<file path="src/sv/hmsct_pkg.sv">
`timescale 1ns / 1ps

package hmsct_pkg;

    // Command codes carried on the input channel
    localparam logic [1:0] CMD_TICK   = 2'd0;
    localparam logic [1:0] CMD_SELECT = 2'd1;
    localparam logic [1:0] CMD_START  = 2'd2;

    localparam logic [5:0]  SECS_MAX     = 6'd59;
    localparam logic [5:0]  MINS_MAX     = 6'd59;
    localparam logic [2:0]  PRESET_COUNT = 3'd5;
    localparam logic [15:0] PERIOD_RESET = 16'd999;

    typedef struct packed {
        logic [15:0] prescale;
        logic [3:0]  hours;
        logic [5:0]  minutes;
        logic [5:0]  seconds;
        logic [2:0]  preset_idx;
        logic        counting;
    } t_timer_state;

    typedef struct packed {
        logic [3:0] hour_digit;
        logic [2:0] minute_tens;
        logic [3:0] minute_ones;
        logic [2:0] second_tens;
        logic [3:0] second_ones;
        logic       is_running;
        logic       expired;
        logic       display_update;
    } t_result;

    function automatic logic [3:0] preset_hours(input logic [2:0] idx);
        logic [3:0] h;
        unique case (idx)
            3'd0:    h = 4'd2;
            3'd1:    h = 4'd0;
            3'd2:    h = 4'd1;
            3'd3:    h = 4'd1;
            3'd4:    h = 4'd2;
            default: h = 4'd0;
        endcase
        return h;
    endfunction

    function automatic logic [5:0] preset_minutes(input logic [2:0] idx);
        logic [5:0] m;
        unique case (idx)
            3'd0:    m = 6'd30;
            3'd1:    m = 6'd30;
            3'd2:    m = 6'd0;
            3'd3:    m = 6'd30;
            3'd4:    m = 6'd0;
            default: m = 6'd0;
        endcase
        return m;
    endfunction

endpackage

</file>
<file path="src/sv/hmsct_digits.sv">
`timescale 1ns / 1ps

// Splits a 0..63 value into tens and ones; tens = (v * 205) >> 11 is exact here.
module hmsct_digits (
    input  logic [5:0] i_value,
    output logic [2:0] o_tens,
    output logic [3:0] o_ones
);
    logic [13:0] prod;
    logic [6:0]  tens_x10;
    logic [6:0]  ones_full;

    assign prod      = {8'd0, i_value} * 14'd205;
    assign o_tens    = prod[13:11];
    assign tens_x10  = {4'd0, o_tens} * 7'd10;
    assign ones_full = {1'b0, i_value} - tens_x10;
    assign o_ones    = ones_full[3:0];
endmodule

</file>
<file path="src/sv/hmsct_step.sv">
`timescale 1ns / 1ps

// Next-state and flag logic for one beat.
module hmsct_step (
    input  hmsct_pkg::t_timer_state i_state,
    input  logic [1:0]              i_command,
    input  logic                    i_advance,
    input  logic [15:0]             i_period,
    output hmsct_pkg::t_timer_state o_state,
    output logic                    o_expired,
    output logic                    o_update
);
    import hmsct_pkg::*;

    logic [16:0] period_eff;
    logic [16:0] pre_next;
    logic        is_zero;
    logic [2:0]  idx_mod;
    logic [2:0]  idx_sel;
    logic [3:0]  hrs_dec;
    logic [5:0]  min_dec;
    logic [5:0]  sec_dec;
    logic        dec_zero;

    assign period_eff = (i_period == 16'd0) ? 17'd1 : {1'b0, i_period};
    assign pre_next   = {1'b0, i_state.prescale} + 17'd1;
    assign is_zero    = (i_state.hours == 4'd0) && (i_state.minutes == 6'd0)
                      && (i_state.seconds == 6'd0);
    assign idx_mod    = (i_state.preset_idx >= PRESET_COUNT)
                      ? i_state.preset_idx - PRESET_COUNT : i_state.preset_idx;
    assign idx_sel    = !i_advance ? idx_mod
                      : (idx_mod == PRESET_COUNT - 3'd1) ? 3'd0 : idx_mod + 3'd1;

    // Borrow chain for one second off
    always_comb begin
        hrs_dec = i_state.hours;
        min_dec = i_state.minutes;
        sec_dec = i_state.seconds;
        if (i_state.seconds != 6'd0) begin
            sec_dec = i_state.seconds - 6'd1;
        end else if (i_state.minutes != 6'd0) begin
            min_dec = i_state.minutes - 6'd1;
            sec_dec = SECS_MAX;
        end else if (i_state.hours != 4'd0) begin
            hrs_dec = i_state.hours - 4'd1;
            min_dec = MINS_MAX;
            sec_dec = SECS_MAX;
        end
    end
    assign dec_zero = (hrs_dec == 4'd0) && (min_dec == 6'd0) && (sec_dec == 6'd0);

    always_comb begin
        o_state   = i_state;
        o_expired = 1'b0;
        o_update  = 1'b0;
        unique case (i_command)
            CMD_TICK: begin
                if (i_state.counting) begin
                    if (pre_next >= period_eff) begin
                        o_state.prescale = 16'd0;
                        if (is_zero) begin
                            o_state.counting = 1'b0;
                        end else begin
                            o_state.hours   = hrs_dec;
                            o_state.minutes = min_dec;
                            o_state.seconds = sec_dec;
                            o_update        = 1'b1;
                            if (dec_zero) begin
                                o_state.counting = 1'b0;
                                o_expired        = 1'b1;
                            end
                        end
                    end else begin
                        o_state.prescale = pre_next[15:0];
                    end
                end
            end
            CMD_SELECT: begin
                o_state.preset_idx = idx_sel;
                o_state.hours      = preset_hours(idx_sel);
                o_state.minutes    = preset_minutes(idx_sel);
                o_state.seconds    = 6'd0;
                o_state.counting   = 1'b0;
                o_state.prescale   = 16'd0;
                o_update           = 1'b1;
            end
            CMD_START: begin
                if (!is_zero) begin
                    o_state.counting = 1'b1;
                end
            end
            default: begin
                o_state = i_state;
            end
        endcase
    end
endmodule

</file>
<file path="src/sv/hms_countdown_timer_presets_core.sv">
`timescale 1ns / 1ps

// Countdown timer in hours, minutes and seconds with five presets
// (2:30, 0:30, 1:00, 1:30, 2:00). Each input beat is a tick, a preset
// select (i_advance steps to the next preset first) or a start, and
// yields exactly one result beat carrying the display digits, the
// running flag, an expiry flag and a display refresh flag. A tick while
// running advances the prescaler; after i_cfg_wr_data ticks (0 acts as 1)
// one second comes off, borrowing from minutes and hours; at 0:00:00 the
// timer stops and holds. Throughput is one beat per clock while results
// are taken. A beat goes through the input register, then one pass of
// step logic (the single compute stage) into the result register. The
// result register frees itself in the cycle it is taken, so beats stream
// at full rate; while a result waits, one more beat is held in the input
// register and then o_in_ready drops until the result is taken.
// Write the period only while the block is idle.
module hms_countdown_timer_presets_core (
    input  logic        i_clk,
    input  logic        i_rst_n,
    input  logic        i_cfg_wr_en,
    input  logic [15:0] i_cfg_wr_data,
    input  logic        i_in_valid,
    output logic        o_in_ready,
    input  logic [1:0]  i_command,
    input  logic        i_advance,
    output logic        o_out_valid,
    input  logic        i_out_ready,
    output logic [3:0]  o_hour_digit,
    output logic [2:0]  o_minute_tens,
    output logic [3:0]  o_minute_ones,
    output logic [2:0]  o_second_tens,
    output logic [3:0]  o_second_ones,
    output logic        o_is_running,
    output logic        o_expired,
    output logic        o_display_update
);
    import hmsct_pkg::*;

    logic [15:0]  r_period;
    logic         r_in_valid;
    logic [1:0]   r_command;
    logic         r_advance;
    t_timer_state r_state;
    t_timer_state n_state;
    logic         r_out_valid;
    t_result      r_result;
    t_result      n_result;
    logic         step_expired;
    logic         step_update;
    logic         fire;

    // Stage moves when the result register is empty or being drained
    assign fire       = r_in_valid && (!r_out_valid || i_out_ready);
    assign o_in_ready = !r_in_valid || fire;

    hmsct_step u_step (
        .i_state   (r_state),
        .i_command (r_command),
        .i_advance (r_advance),
        .i_period  (r_period),
        .o_state   (n_state),
        .o_expired (step_expired),
        .o_update  (step_update)
    );

    hmsct_digits u_min_digits (
        .i_value (n_state.minutes),
        .o_tens  (n_result.minute_tens),
        .o_ones  (n_result.minute_ones)
    );

    hmsct_digits u_sec_digits (
        .i_value (n_state.seconds),
        .o_tens  (n_result.second_tens),
        .o_ones  (n_result.second_ones)
    );

    assign n_result.hour_digit     = n_state.hours;
    assign n_result.is_running     = n_state.counting;
    assign n_result.expired        = step_expired;
    assign n_result.display_update = step_update;

    // Control and timer state
    always_ff @(posedge i_clk) begin
        if (!i_rst_n) begin
            r_period    <= PERIOD_RESET;
            r_in_valid  <= 1'b0;
            r_out_valid <= 1'b0;
            r_state     <= '0;
        end else begin
            if (i_cfg_wr_en) begin
                r_period <= i_cfg_wr_data;
            end
            if (o_in_ready) begin
                r_in_valid <= i_in_valid;
            end
            if (fire) begin
                r_state     <= n_state;
                r_out_valid <= 1'b1;
            end else if (i_out_ready) begin
                r_out_valid <= 1'b0;
            end
        end
    end

    // Payload registers
    always_ff @(posedge i_clk) begin
        if (o_in_ready && i_in_valid) begin
            r_command <= i_command;
            r_advance <= i_advance;
        end
        if (fire) begin
            r_result <= n_result;
        end
    end

    assign o_out_valid      = r_out_valid;
    assign o_hour_digit     = r_result.hour_digit;
    assign o_minute_tens    = r_result.minute_tens;
    assign o_minute_ones    = r_result.minute_ones;
    assign o_second_tens    = r_result.second_tens;
    assign o_second_ones    = r_result.second_ones;
    assign o_is_running     = r_result.is_running;
    assign o_expired        = r_result.expired;
    assign o_display_update = r_result.display_update;

    // Timer never runs with zero time left
    a_run_nonzero: assert property (@(posedge i_clk) disable iff (!i_rst_n)
        r_state.counting |-> ((r_state.hours != 4'd0) || (r_state.minutes != 6'd0)
                              || (r_state.seconds != 6'd0)))
        else $error("counting with zero time");

    // Expiry stops the timer and refreshes the display
    a_expire_stops: assert property (@(posedge i_clk) disable iff (!i_rst_n)
        (r_out_valid && r_result.expired) |-> (!r_result.is_running
                                               && r_result.display_update))
        else $error("expired result still running or not refreshed");

    // A held input beat is not dropped while the output stalls
    a_hold_input: assert property (@(posedge i_clk) disable iff (!i_rst_n)
        (r_in_valid && !fire) |=> r_in_valid)
        else $error("pending beat lost");

    // A stalled result stays put
    a_hold_result: assert property (@(posedge i_clk) disable iff (!i_rst_n)
        (r_out_valid && !i_out_ready) |=> (r_out_valid && $stable(r_result)))
        else $error("stalled result changed");
endmodule

</file>
<file path="config.mk">
export PLATFORM = sky130hd
export DESIGN_NAME = hms_countdown_timer_presets_core
export DESIGN_NICKNAME = d
export VERILOG_FILES = /design/src/sv/hmsct_pkg.sv /design/src/sv/hmsct_digits.sv /design/src/sv/hmsct_step.sv /design/src/sv/hms_countdown_timer_presets_core.sv
export SDC_FILE = /design/constraint.sdc
export NUM_CORES = 1
export LEC_CHECK = 0
export BUFFER_PORTS_ARGS = -buffer_cell sky130_fd_sc_hd__buf_4
export CORE_UTILIZATION = 55
export CTS_CLUSTER_SIZE = 28
export DETAILED_ROUTE_END_ITERATION = 8
export HOLD_SLACK_MARGIN = 0.05
export PLACE_DENSITY = 0.78
export SYNTH_ARGS = -nofsm -noshare
export SYNTH_HDL_FRONTEND = slang
export SYNTH_SLANG_ARGS = --single-unit
</file>
<file path="constraint.sdc">
create_clock -name i_clk -period 9.07 [get_ports i_clk]
set_input_delay 0 -clock i_clk [delete_from_list [all_inputs] [get_ports i_clk]]
set_output_delay 0 -clock i_clk [all_outputs]
set_load 0.05 [all_outputs]
</file>
==> flow_results.org, run 1 <==
** Timing
- The worst path uses 84.76% of the clock period.
- The clock period could shrink to 7.688 ns.
- The clock arrives with 0.01741 ns of skew.
- Actual transition at the worst max-transition pin :: 0.8896 ns
- After routing, the total negative slack on setup checks comes to 0 ns.
- Static timing analysis puts the maximum clock frequency at 130.1 MHz.
- Final hold violation count :: 0
- Final hold analysis gives a worst-case slack of 0.1026 ns.
- Headroom to the max-slew limit :: 40.06%
- Setup repair after global routing left no endpoint under its margin.
- Max-slew violation count :: 0
- Final number of setup-violating endpoints :: 0

** Clock network
- Buffers added to address setup during post-CTS repair amount to 0.
- # hold bufs at CTS :: 31
- Clock tree sinks :: 78
- Buffers inserted during clock tree synthesis total 9.
- TritonCTS clock tree :: done
- In this run, post-CTS repair resized a total of 0 instances.
- Clock transition at the register clock pins on the worst setup and hold paths after CTS :: 0.08 ns
- In this run the clock root is driven by a sky130_fd_sc_hd__clkbuf_8.
- Max H-tree Level :: 3
- No sink is reached through more buffers than the 2 on the longest clock path.
- Worst skew pair latency :: 0.37 ns

** Logic synthesis
- Number of enable flip-flop cells after synthesis :: 24
- Counting every net in the synthesized netlist gives 767.
- Sequential elements use 30.89% of the synthesized area.
- Number of distinct library cells after synthesis :: 77
- Summing every instance area after synthesis gives 5832 sq um.
- After synthesis, the share of flip-flops with an asynchronous set or reset is 0%.
- Number of synthesized register bits :: 78
- Number of warning messages in the yosys log :: 0
- Synthesis produced 658 cells.
- Syn Area/Cell :: 8.863 sq um
- The most used flip-flop cell after synthesis is sky130_fd_sc_hd__dfxtp_1.

** Floorplan
- From bottom edge to top edge, the die measures 105.0 microns.
- The initial utilization of the core area, before any placement, comes to 56.49%.
- Row generation in the floorplan step produced 37 rows.
- Full die area :: 11,020 sq um
- Pin placement for this block handled 47 I/O pins.
- Placeable core area :: 10,320 sq um
- Die Span X :: 105.0 microns

** Placement
- Final weighted congestion in routability-driven placement :: 0.9946
- Count of input and output buffers :: 46
- After legalization and detailed placement, the total HPWL measured 9.977 mm.

** Drt
- The routed design has 13.66 mm of wire.
- In this run the remaining antenna-violating nets after routing total 0.
- After detailed routing, the number of vias per cell comes to 5.840.
- Via Count :: 5,046
- Routed length per instance :: 15.81 microns
- Detailed-route DRC error count :: 0
- Iteration-0 DRC Markers :: 344
- The first detailed-routing pass took 6 iterations.

** Layout
- The net count of the finished layout is 832.
- Fraction of final layout cells sized beyond drive strength 1 :: 12.36%
- Relative to the synthesized area, the layout overhead comes to 16.52%.
- The multi-input combinational cells in the finished layout cover a total of 3661 sq um.
- Count of fill cells added during filler insertion :: 812
- The number of antenna diodes in the final layout is 0.
- Summing all flip-flop and latch instances after layout gives 1802 sq um.

** Job
- The tool flagged a number of max-cap violations equal to 0.

** Worst setup path
- Worst setup EP type :: flop
- Among all stages on the critical path, the largest delay is contributed by sky130_fd_sc_hd__dfxtp_1.
- Data on the critical path arrives at its endpoint at 7.80 ns.
- Required time of the critical path :: 9.18 ns
- Startpoint Class :: flop
- For flop-to-flop paths, the worst setup slack is 1.38 ns.
- Worst setup path category :: flop to flop
- Among the stages of the critical path, the cell type that occurs most often is sky130_fd_sc_hd__xnor2_1.
- Of all nets on the critical path, the largest fanout is 10.
- On the worst path, the slowest cell contributes a delay of 0.42 ns.

** Min path
- Worst min-delay path category :: primary input to flop

** GRT
- In the global route stage, overall resource usage came out at 26.28%.
- Via count of the first global-routing pass :: 4,993
- The first global-routing pass estimated 23.10 mm of wire.
- The total overflow left after global routing is 0.
- Number of antenna violations at the first check in global routing :: 0
- Largest net degree at the start of global routing :: 35

** Power
- The analysis attributes to cell leakage a power of 3.174 nW.
- Power consumption :: 0.0009264 W
- VDD sags by at most 0.08058 mV.
- Power spread over the standard cell area amounts to 136.3 nW/um^2.

** Status
- Outcome :: completed
==> final cells by class <==
class,instances,share of cell area (%)
Multi-Input combinational cell,487,53.88
Sequential cell,78,26.51
Clock inverter,5,1.178
Tap cell,136,2.504
Inverter,67,3.701
Timing Repair Buffer,80,9.980
Clock buffer,11,2.246
==> path summary, 6_finish.rpt <==
path / start / end / cells after the start
max: r_state[22] / o_second_ones[3] / 31
min: i_cfg_wr_en / r_period[11] / 3
max reg2reg: r_state[22] / o_second_ones[3] / 31
min reg2reg: r_state[9] / r_state[9] / 2
==> state kept, by name, indices dropped and copies added, names as in the netlist, 2 cells and up <==
register / cells
o_hour_digit: 4
o_minute_ones: 4
o_minute_tens: 3
o_second_ones: 4
o_second_tens: 3
r_command: 2
r_period: 16
r_state: 36
==> layout by cell type (no fill, tap or decap), types with 3 or more instances in the layout <==
master / synthesis / final
sky130_fd_sc_hd__a22o_1: 3 / 3
sky130_fd_sc_hd__fa_1: 14 / 14
sky130_fd_sc_hd__nor2b_1: 5 / 5
sky130_fd_sc_hd__nand4_1: 5 / 5
sky130_fd_sc_hd__o21ai_0: 26 / 26
sky130_fd_sc_hd__nor2_1: 75 / 75
sky130_fd_sc_hd__xnor2_1: 17 / 17
sky130_fd_sc_hd__buf_4: 0 / 49
sky130_fd_sc_hd__nor3_1: 17 / 17
sky130_fd_sc_hd__a31oi_1: 3 / 3
sky130_fd_sc_hd__a211oi_1: 11 / 11
sky130_fd_sc_hd__a22oi_1: 15 / 15
sky130_fd_sc_hd__nor3b_1: 4 / 4
sky130_fd_sc_hd__nor4_1: 5 / 5
sky130_fd_sc_hd__clkbuf_8: 0 / 9
sky130_fd_sc_hd__edfxtp_1: 24 / 24
sky130_fd_sc_hd__and3_2: 3 / 3
sky130_fd_sc_hd__dlygate4sd3_1: 0 / 31
sky130_fd_sc_hd__o21a_1: 4 / 4
sky130_fd_sc_hd__a21oi_1: 33 / 33
sky130_fd_sc_hd__ha_1: 71 / 71
sky130_fd_sc_hd__or2_2: 3 / 3
sky130_fd_sc_hd__nand3_1: 11 / 11
sky130_fd_sc_hd__or3_1: 5 / 5
sky130_fd_sc_hd__o211ai_1: 9 / 9
sky130_fd_sc_hd__and3_1: 5 / 5
sky130_fd_sc_hd__dfxtp_1: 54 / 54
sky130_fd_sc_hd__and2_1: 5 / 5
sky130_fd_sc_hd__xor2_1: 14 / 14
sky130_fd_sc_hd__inv_1: 65 / 65
sky130_fd_sc_hd__nand2_1: 58 / 58
sky130_fd_sc_hd__a21o_1: 4 / 4
sky130_fd_sc_hd__mux2i_1: 12 / 12
==> power breakdown <==
group | internal (W) | total (W) | switching (W)
sequential | 0.000377 | 0.000393 | 0.0000158
clock | 0.000172 | 0.000307 | 0.000135
combinational | 0.0000917 | 0.000226 | 0.000134
total | 0.000641 | 0.000926 | 0.000285
==> synthesized netlist by cell type, drive strengths merged, types with 14 or more instances <==
cell type	instances	share of area (%)
nor2	75	4.8
ha	71	15
inv	65	4.2
nand2	58	3.7
dfxtp	54	19
a21oi	34	3.0
o21ai	27	2.3
edfxtp	24	12
clkbuf	21	1.4
nor3	18	1.7
xnor2	17	2.6
a22oi	16	2.1
fa	14	4.8
xor2	14	2.1
==> metal layers <==
metal / track usage (%) / routed length [microns] / up-vias
met5: 0 / 0 / -
met4: 8.249 / 265 / 0
met3: 4.866 / 736 / 37
met2: 46.64 / 6882 / 196
met1: 32.07 / 5773 / 2366
li1: - / - / 2447
==> critical path, delay by kind of cell (launching register included) <==
kind,cells,cell delay (ns)
adders and majority gates,6,2.20
xor gates and xnor gates,6,0.87
AOI/OAI and AO/OA,9,2.31
DFF,1,0.42
buffers and inverters,2,0.20
and+or+nand+nor,8,1.43
==> logic make-up after synthesis <==
logic type      count (synthesis)  synth area share [%]
fa+ha+maj                      85                 20.04
buf+inv                        93                 6.329
xor+xnor                       32                 5.042
mux                            12                 2.060
simple gates                  217                 18.39
flops                          78                 30.89
compound gates                141                 17.25
==> stage by stage <==
stage / area (sq um) / instances / utilization (%) / worst slack (ns)
3_5_place_dp: 6252 / 817 / 60.56 / 1.430
5_1_grt: 6795 / 864 / 65.82 / 0.8278
6_report: 6795 / 864 / 65.82 / 1.382
3_3_place_gp: 6252 / 817 / 60.56 / 1.603
4_1_cts: 6795 / 864 / 65.82 / 1.382
2_1_floorplan: 5832 / 658 / - / 1.919
Power figures use the tool's default switching activity.
==> run 2: changes to the inputs <==
clock period = 7.7 ns   (was 9.07 ns; I/O delays follow)
==> run 2 against run 1 <==
  * Critical path depth fell by 1
  * Clock-buffer cell count fell by 2
  * Combinational power rose by 21%
  * Highest routed layer unchanged
  * Maximum frequency rose by 4.0%
==> flow_results.org, run 2 (synthesis results as in run 1) <==
** Status
- Outcome :: completed

** Layout
- Counting the fill cells in the layout gives 796.
- Most common cell after layout, fill and taps aside :: sky130_fd_sc_hd__nor2_1
- Diode insertion count for antenna repair :: 0
- At the end of the flow, the number of nets in the layout was 844.
- Of the cells placed in the final design, the portion with a size suffix greater than 1 is 16.35%.
- Register name with the most flops :: r_state
- The area growth from synthesis to layout is 19.24%.
- In the final layout, the multi-input gates occupy 3739 sq um.
- Cells fill 67.36% of the core in the end.
- The library cells used most frequently in the layout, excluding fill and tap cells, are sky130_fd_sc_hd__nor2_1, sky130_fd_sc_hd__ha_1, sky130_fd_sc_hd__inv_1, sky130_fd_sc_hd__nand2_1, sky130_fd_sc_hd__buf_4.
- Sequential cell area :: 1812 sq um
- The largest registers in the layout are r_state x36, r_period x16.
- Max FFs per register :: 36

** Worst setup path
- STA puts the critical path data arrival time at 7.51 ns.
- Crit-path most repeated cell :: sky130_fd_sc_hd__ha_1
- The slowest stage of the critical path belongs to the cell sky130_fd_sc_hd__fa_1.
- Worst stage delay on the critical path :: 0.44 ns
- Startpoint Class :: flop
- Data on the critical path is required at its endpoint by 7.82 ns.
- The worst setup path is captured at a flop.
- Along the worst path, the maximum fanout reaches 7.
- Worst setup path category :: flop to flop

** Drt
- In the routed design, unresolved DRC markers number 0.
- Wires add up to 14.02 mm.
- Routed length per instance :: 16.01 microns
- The count of nets left with antenna violations once routing finished came out at 0.
- For this block, the via count after detailed routing is 5,024.
- In the routed layout, each cell is associated on average with a via count of 5.735.
- In this run, the number of DRC markers left after iteration 0 of detailed routing was 256.
- The first detailed-routing pass ran for 5 iterations.

** Power
- Int Pwr :: 0.0007117 W
- For this design the ratio of total power to cell area is 152.5 nW/um^2.
- Summed over all cells, the static leakage comes to 3.224 nW.
- Max VDD drop :: 0.08487 mV
- Power share of the combinational group :: 25.8%
- Per report_power, the clock group accounts for 30.6% of the total.
- NetSw :: 0.0003490 W
- Per report_power, the sequential group accounts for 43.6% of the total.
- Switching part of the total power :: 32.91%

** Timing
- Setup slack after layout :: 0.3046 ns
- Worst Hold Slack :: 0.09625 ns
- For the pin with the worst max-slew slack, the measured transition is 1.112 ns.
- Based on the critical path, the design can be clocked at up to 135.2 MHz.
- Clock skew :: 0.01315 ns
- Summed negative setup slack over all endpoints :: 0 ns
- The number of endpoints with negative hold slack in the final report came to 0.
- The final max-slew violation count was 0.
- Post-route fraction of the period consumed by the critical path :: 96.04%
- Time the worst path needs with I/O delays and setup :: 7.395 ns
- Headroom to the max-slew limit came out at 25.25%.
- Setup violations remaining at the end of the flow were counted as 0.

** Placement
- HPWL after detailed placement :: 10.05 mm
- Prior to clock tree synthesis, the placed netlist has a worst setup slack of -0.09016 ns.
- At the end of routability-driven placement, the weighted congestion stood at 0.9554.
- Input and output buffers added on the ports amount to 46.

** Clock network
- The clock passes through at most 2 buffers.
- CTS placed an instance of sky130_fd_sc_hd__clkbuf_8 at the clock tree root.
- Clock transition at the register clock pins on the worst setup and hold paths after CTS :: 0.09 ns
- For the worst-skew pair, the clock arrives at the later sink with an insertion delay of 0.36 ns.
- Clock tree sinks :: 78
- CTS buffer count :: 9
- TritonCTS built the clock tree.
- Max H-tree Level :: 3

** GRT
- In the global route stage, overall resource usage came out at 26.19%.
- Entering global routing, the biggest net connects 36 pins.
- After global routing the overflow that remains totals 0.
- Via count of the first global-routing pass :: 5,009
- Wire length of the first global-routing pass :: 23.17 mm
- Number of antenna violations at the first check in global routing :: 0

** Floorplan
- The floorplan step defined a die boundary enclosing 11,020 sq um.
- Placeable core area :: 10,320 sq um
- The die is 105.0 microns tall.
- In this run the horizontal extent of the chip is 105.0 microns.
- Once the floorplan was initialized, standard cells occupied 56.49% of the core.
- The initialized floorplan defines 37 standard-cell rows.
- During I/O placement, the number of pins put on the boundary was 47.

** Min path
- The worst hold path belongs to the class primary input to flop.

** Job
- Across the run, the number of max-cap violations was 0.
## run 2: cell count changes in the layout (fill, tap and decap cells not counted), moves of 2 or more
| cell | before | now |
|---|---|---|
| sky130_fd_sc_hd__nor2_2 | 0 | 3 |
| sky130_fd_sc_hd__and3_1 | 5 | 3 |
| sky130_fd_sc_hd__nor2_1 | 75 | 72 |
| sky130_fd_sc_hd__inv_6 | 0 | 3 |
| sky130_fd_sc_hd__nor3_1 | 17 | 15 |
| sky130_fd_sc_hd__buf_4 | 49 | 57 |
| sky130_fd_sc_hd__nor3_2 | 0 | 2 |
| sky130_fd_sc_hd__dlygate4sd3_1 | 31 | 35 |
| sky130_fd_sc_hd__dfxtp_2 | 0 | 5 |
| sky130_fd_sc_hd__dfxtp_1 | 54 | 48 |
## run 2: worst paths after layout
path / slack [ns] / end / startpoint / cells after the start
setup / recovery: 0.30 / o_second_ones[3] / r_state[22] / 30
setup reg to reg: 0.30 / o_second_ones[3] / r_state[22] / 30
hold / removal: 0.1 / r_period[15] / i_cfg_wr_en / 3
hold reg to reg: 0.53 / r_state[21] / r_state[21] / 2
## run 2: layer usage
layer	GRT usage (%)	vias up	part of all wire (%)
li1	-	2470	-
met1	30.29	2359	41
met3	4.991	32	4.9
met2	48.06	163	52
met4	8.853	0	2.2
met5	0	-	0
## run 2: area by class of cell
type,count,share of cell area (%)
tap,136,2.447
sequential,78,26.05
clock buffer,9,1.781
timing repair buffer,92,11.19
clock inverter,7,1.151
inverter,67,3.616
multi-input combinational,487,53.76
## run 2: power groups by stage
stage | Combinational, W | Clock (W) | Sequential [W]
after global placement | 0.000244 | 0 | 0.000471
after CTS | 0.000269 | 0.000331 | 0.000462
after global routing | 0.000306 | 0.000350 | 0.000465
after detailed placement | 0.000253 | 0 | 0.000472
after floorplan | 0.000167 | 0 | 0.000487
final | 0.000273 | 0.000325 | 0.000462
## run 2: worst max-delay path: cells and delay by family, from the launching register on
family | cells | cell delay, ns
xor gates and xnor gates | 6 | 1.04
buffers and inverters | 2 | 0.15
and+or+nand+nor | 8 | 1.69
AOI/OAI and AO/OA | 8 | 1.91
DFF | 1 | 0.38
adders and majority gates | 6 | 1.96
## run 2: stage by stage
| stage | area (sq um) | power, W | std cells |
|---|---|---|---|
| after floorplan | 5832 | 0.0006542 | 658 |
| after global placement | 6282 | 0.0007151 | 821 |
| after detailed placement | 6282 | 0.0007246 | 821 |
| after CTS | 6847 | 0.001062 | 872 |
| after global routing | 6954 | 0.001120 | 876 |
| final | 6954 | 0.001061 | 876 |
## run 2: repair_timing
action | in CTS | in global routing
gates resized for setup | 3 | 22
endpoints found under the setup margin | 1 | 2
hold buffers | 35 | 0
pin swaps | 0 | 4
buffers inserted | 0 | 4
hold endpoints to repair | 22 | 0
==> run 3: changes to the inputs <==
CORE_MARGIN = 2   (was unset)
SETUP_SLACK_MARGIN = 0.5   (was unset)
==> run 3 against run 2 <==
  * Worst hold slack worse by 0.00065 ns
  * Via count up 3.5%
  * Sequential power about the same
  * Power about the same
  * Cell count up 2.1%
  * Register-to-register slack better by 0.19 ns
  * Non-clock buffer count up 18
  * First-iteration DRC count up 54%
  * Critical path depth down 1
  * Routed wire length up 4.3%
  * Sequential share of layout area down 1.2 points
  * Critical path type unchanged
  * Largest power group unchanged
  * Highest routed layer unchanged
==> flow_results.org, run 3 (synthesis results as in run 1) <==
** Timing
- The number of endpoints with negative hold slack in the final report is 0.
- Maximum clock rate :: 138.7 MHz
- Time the worst path needs with I/O delays and setup :: 7.210 ns
- Worst Hold Slack :: 0.09560 ns
- Final number of setup-violating endpoints :: 0
- The final max-slew violation count is 0.
- The worst path uses 93.64% of the clock period.
- Measured against its own limit, the worst slew margin works out to 55.69%.
- Clock skew :: 0.008783 ns
- Setup repair after global routing could not meet its margin everywhere.
- For the pin with the worst max-slew slack, the measured transition is 0.6647 ns.
- Summed negative setup slack over all endpoints :: 0 ns

** Clock network
- Clock-pin slew was measured on the worst setup and hold paths at 0.09 ns.
- TritonCTS clock tree :: done
- Cell at the root of the clock tree :: sky130_fd_sc_hd__clkbuf_8
- Max H-tree Level :: 3
- CTS buffer count :: 9
- No sink is reached through more buffers than the 2 on the longest clock path.
- Clock tree sinks :: 78
- Clock latency on the worst-skew pair, taken at its later pin, is 0.36 ns.

** Layout
- Summing all non-filler instances in the final layout gives an area of 7296 sq um.
- Max FFs per register :: 36
- The top cell types in the final layout, fill and taps aside, are sky130_fd_sc_hd__buf_4, sky130_fd_sc_hd__nor2_1, sky130_fd_sc_hd__inv_1, sky130_fd_sc_hd__ha_1, sky130_fd_sc_hd__nand2_1.
- In the final layout, the multi-input gates occupy 3949 sq um.
- The repair_antennas step left the layout with diodes totalling 0.
- Largest registers :: r_state x36, r_period x16
- Counting the fill cells in the layout gives 726.
- Compared with the post-synthesis result, the final layout area differs by 25.10%.
- For this run, the post-layout net count is 862.
- Fraction of final layout cells sized beyond drive strength 1 :: 21.50%
- Across the whole layout, storage elements account for 1817 sq um.
- Ranked by flip-flop count, first place goes to r_state.
- Most common cell after layout, fill and taps aside :: sky130_fd_sc_hd__buf_4
- The finished layout holds 894 standard cells, fillers aside.

** GRT
- Met2 usage in global routing :: 45.22%
- Met3 Usage GRT :: 3.951%
- For this run the aggregate overflow at the end of global routing stands at 0.
- For this run, the total global-route usage over all layers was measured as 25.18%.
- Via count of the first global-routing pass :: 4,959
- Number of antenna violations at the first check in global routing :: 0
- The global routing stage identified its most utilized layer as met2.
- Entering global routing, the biggest net connects 35 pins.
- Met1 usage :: 30.40%
- The first global-routing pass estimated 22.99 mm of wire.

** Worst setup path
- Data arrival time of the critical path :: 7.33 ns
- Worst setup path category :: flop to flop
- STA puts the critical path data required time at 7.82 ns.
- Setup slack on the worst reg-to-reg path comes out at 0.49 ns.
- Worst stage delay on the critical path :: 0.49 ns
- The worst setup path is launched from a flop.
- Worst setup EP type :: flop
- Worst path slowest cell :: sky130_fd_sc_hd__fa_1
- Crit-path most repeated cell :: sky130_fd_sc_hd__and3_4
- Top fanout value on the critical path :: 7

** Placement
- The placed instances occupy a cell area of 6290 sq um.
- After detailed placement, the design holds a cell count of 822.
- HPWL after detailed placement :: 9.971 mm
- The count of buffers added on input and output ports is 46.
- Routability-driven placement finished with a final weighted congestion of 0.9555.

** Drt
- Detailed-route DRC error count :: 0
- Routed length per instance :: 16.36 microns
- For this block, the initial DRC count from the detailed router was 395.
- Dividing the detail-routed via count by the number of cells gives 5.815.
- Wires add up to 14.63 mm.
- The final route contains 5,199 vias.
- Before antenna repair, the detailed router went through 5 iterations.
- Post-detailed-route count of antenna-violating nets :: 0

** Power
- The clock network accounts for 28.6% of the total power.
- Max VDD drop :: 0.1136 mV
- Sequential cells burn 43.5% of the power.
- In this run switching power makes up 32.77% of total power.
- In this run the power density over the cells is 145.5 nW/um^2.
- The analysis attributes to cell leakage a power of 3.297 nW.
- Int Pwr :: 0.0007135 W
- Of the total power, combinational logic draws 27.9%.
- NetSw :: 0.0003478 W

** Job
- The tool flagged a number of max-cap violations equal to 0.

** Floorplan
- The initial utilization of the core area, before any placement, comes to 56.49%.
- In this run the count of I/O pins placed on the die edge is 47.
- The floorplan step defined a die boundary enclosing 11,440 sq um.
- From bottom edge to top edge, the die measures 107.0 microns.
- Number of rows created at floorplan :: 37
- The core region is 10,320 sq um.
- Die Span X :: 107.0 microns

** Min path
- The worst hold path belongs to the class primary input to flop.

** Status
- The flow ran to the end, and the final reports show no timing, DRC or antenna violations.
[run 3: changes by cell type in the layout (fill, tap and decap cells not counted), sizes merged]
cell         delta
buf            +17
clkbuf          +3
inv             -2
bufinv          -1
dlygate4sd3     +1
[run 3: final timing paths]
check	start	depth (start not counted)	endpoint
setup / recovery	r_state[20]	29	o_second_ones[3]
setup reg to reg	r_state[20]	29	o_second_ones[3]
hold reg to reg	r_state[9]	2	r_state[9]
hold / removal	i_cfg_wr_en	3	r_period[14]
[run 3: per-layer routing]
metal | share of wire (%) | routed length [microns]
met1 | 42 | 6140
met2 | 51 | 7455
met3 | 4.8 | 701
met4 | 2.3 | 332
met5 | 0 | 0
[run 3: through the flow]
| stage | power (W) | setup WS [ns] | utilization, % |
|---|---|---|---|
| 2_1_floorplan | 0.0006542 | 0.5488 | - |
| 3_3_place_gp | 0.0007130 | 0.3254 | 60.93 |
| 3_5_place_dp | 0.0007234 | 0.008381 | 60.93 |
| 4_1_cts | 0.001040 | 0.4626 | 67.18 |
| 5_1_grt | 0.001120 | 0.1603 | 70.67 |
| 6_report | 0.001061 | 0.4901 | 70.67 |
[run 3: worst max-delay path: cells and delay by family, from the launching register on]
family | cells | cell delay, ns
AOI/OAI and AO/OA | 8 | 1.84
xor gates and xnor gates | 6 | 1.10
adders and majority gates | 7 | 2.39
buffers and inverters | 2 | 0.17
DFF | 1 | 0.38
and+or+nand+nor | 6 | 1.07
[run 3: final cells by class]
class / instances / share of cell area (%)
multi-input cells: 487 / 54.12
flip-flops and latches: 78 / 24.90
repair buffers: 110 / 12.55
inverters: 67 / 3.447
well taps: 136 / 2.332
clock buffers: 12 / 2.264
clock inverters: 4 / 0.3773
[run 3: repair_timing]
item / CTS / global route
gates resized for setup: 21 / 46
endpoints found under the hold margin: 22 / 0
hold buffers: 36 / 0
pin swaps: 3 / 33
setup buffers: 2 / 18
endpoints found under the setup margin: 2 / 3
[run 3: power by group through the flow]
stage | registers, W | logic (W) | clock network, W
after global routing | 0.000465 | 0.000326 | 0.000330
final | 0.000462 | 0.000296 | 0.000303
after CTS | 0.000461 | 0.000270 | 0.000309
after detailed placement | 0.000471 | 0.000252 | 0
after global placement | 0.000471 | 0.000242 | 0
after floorplan | 0.000487 | 0.000167 | 0
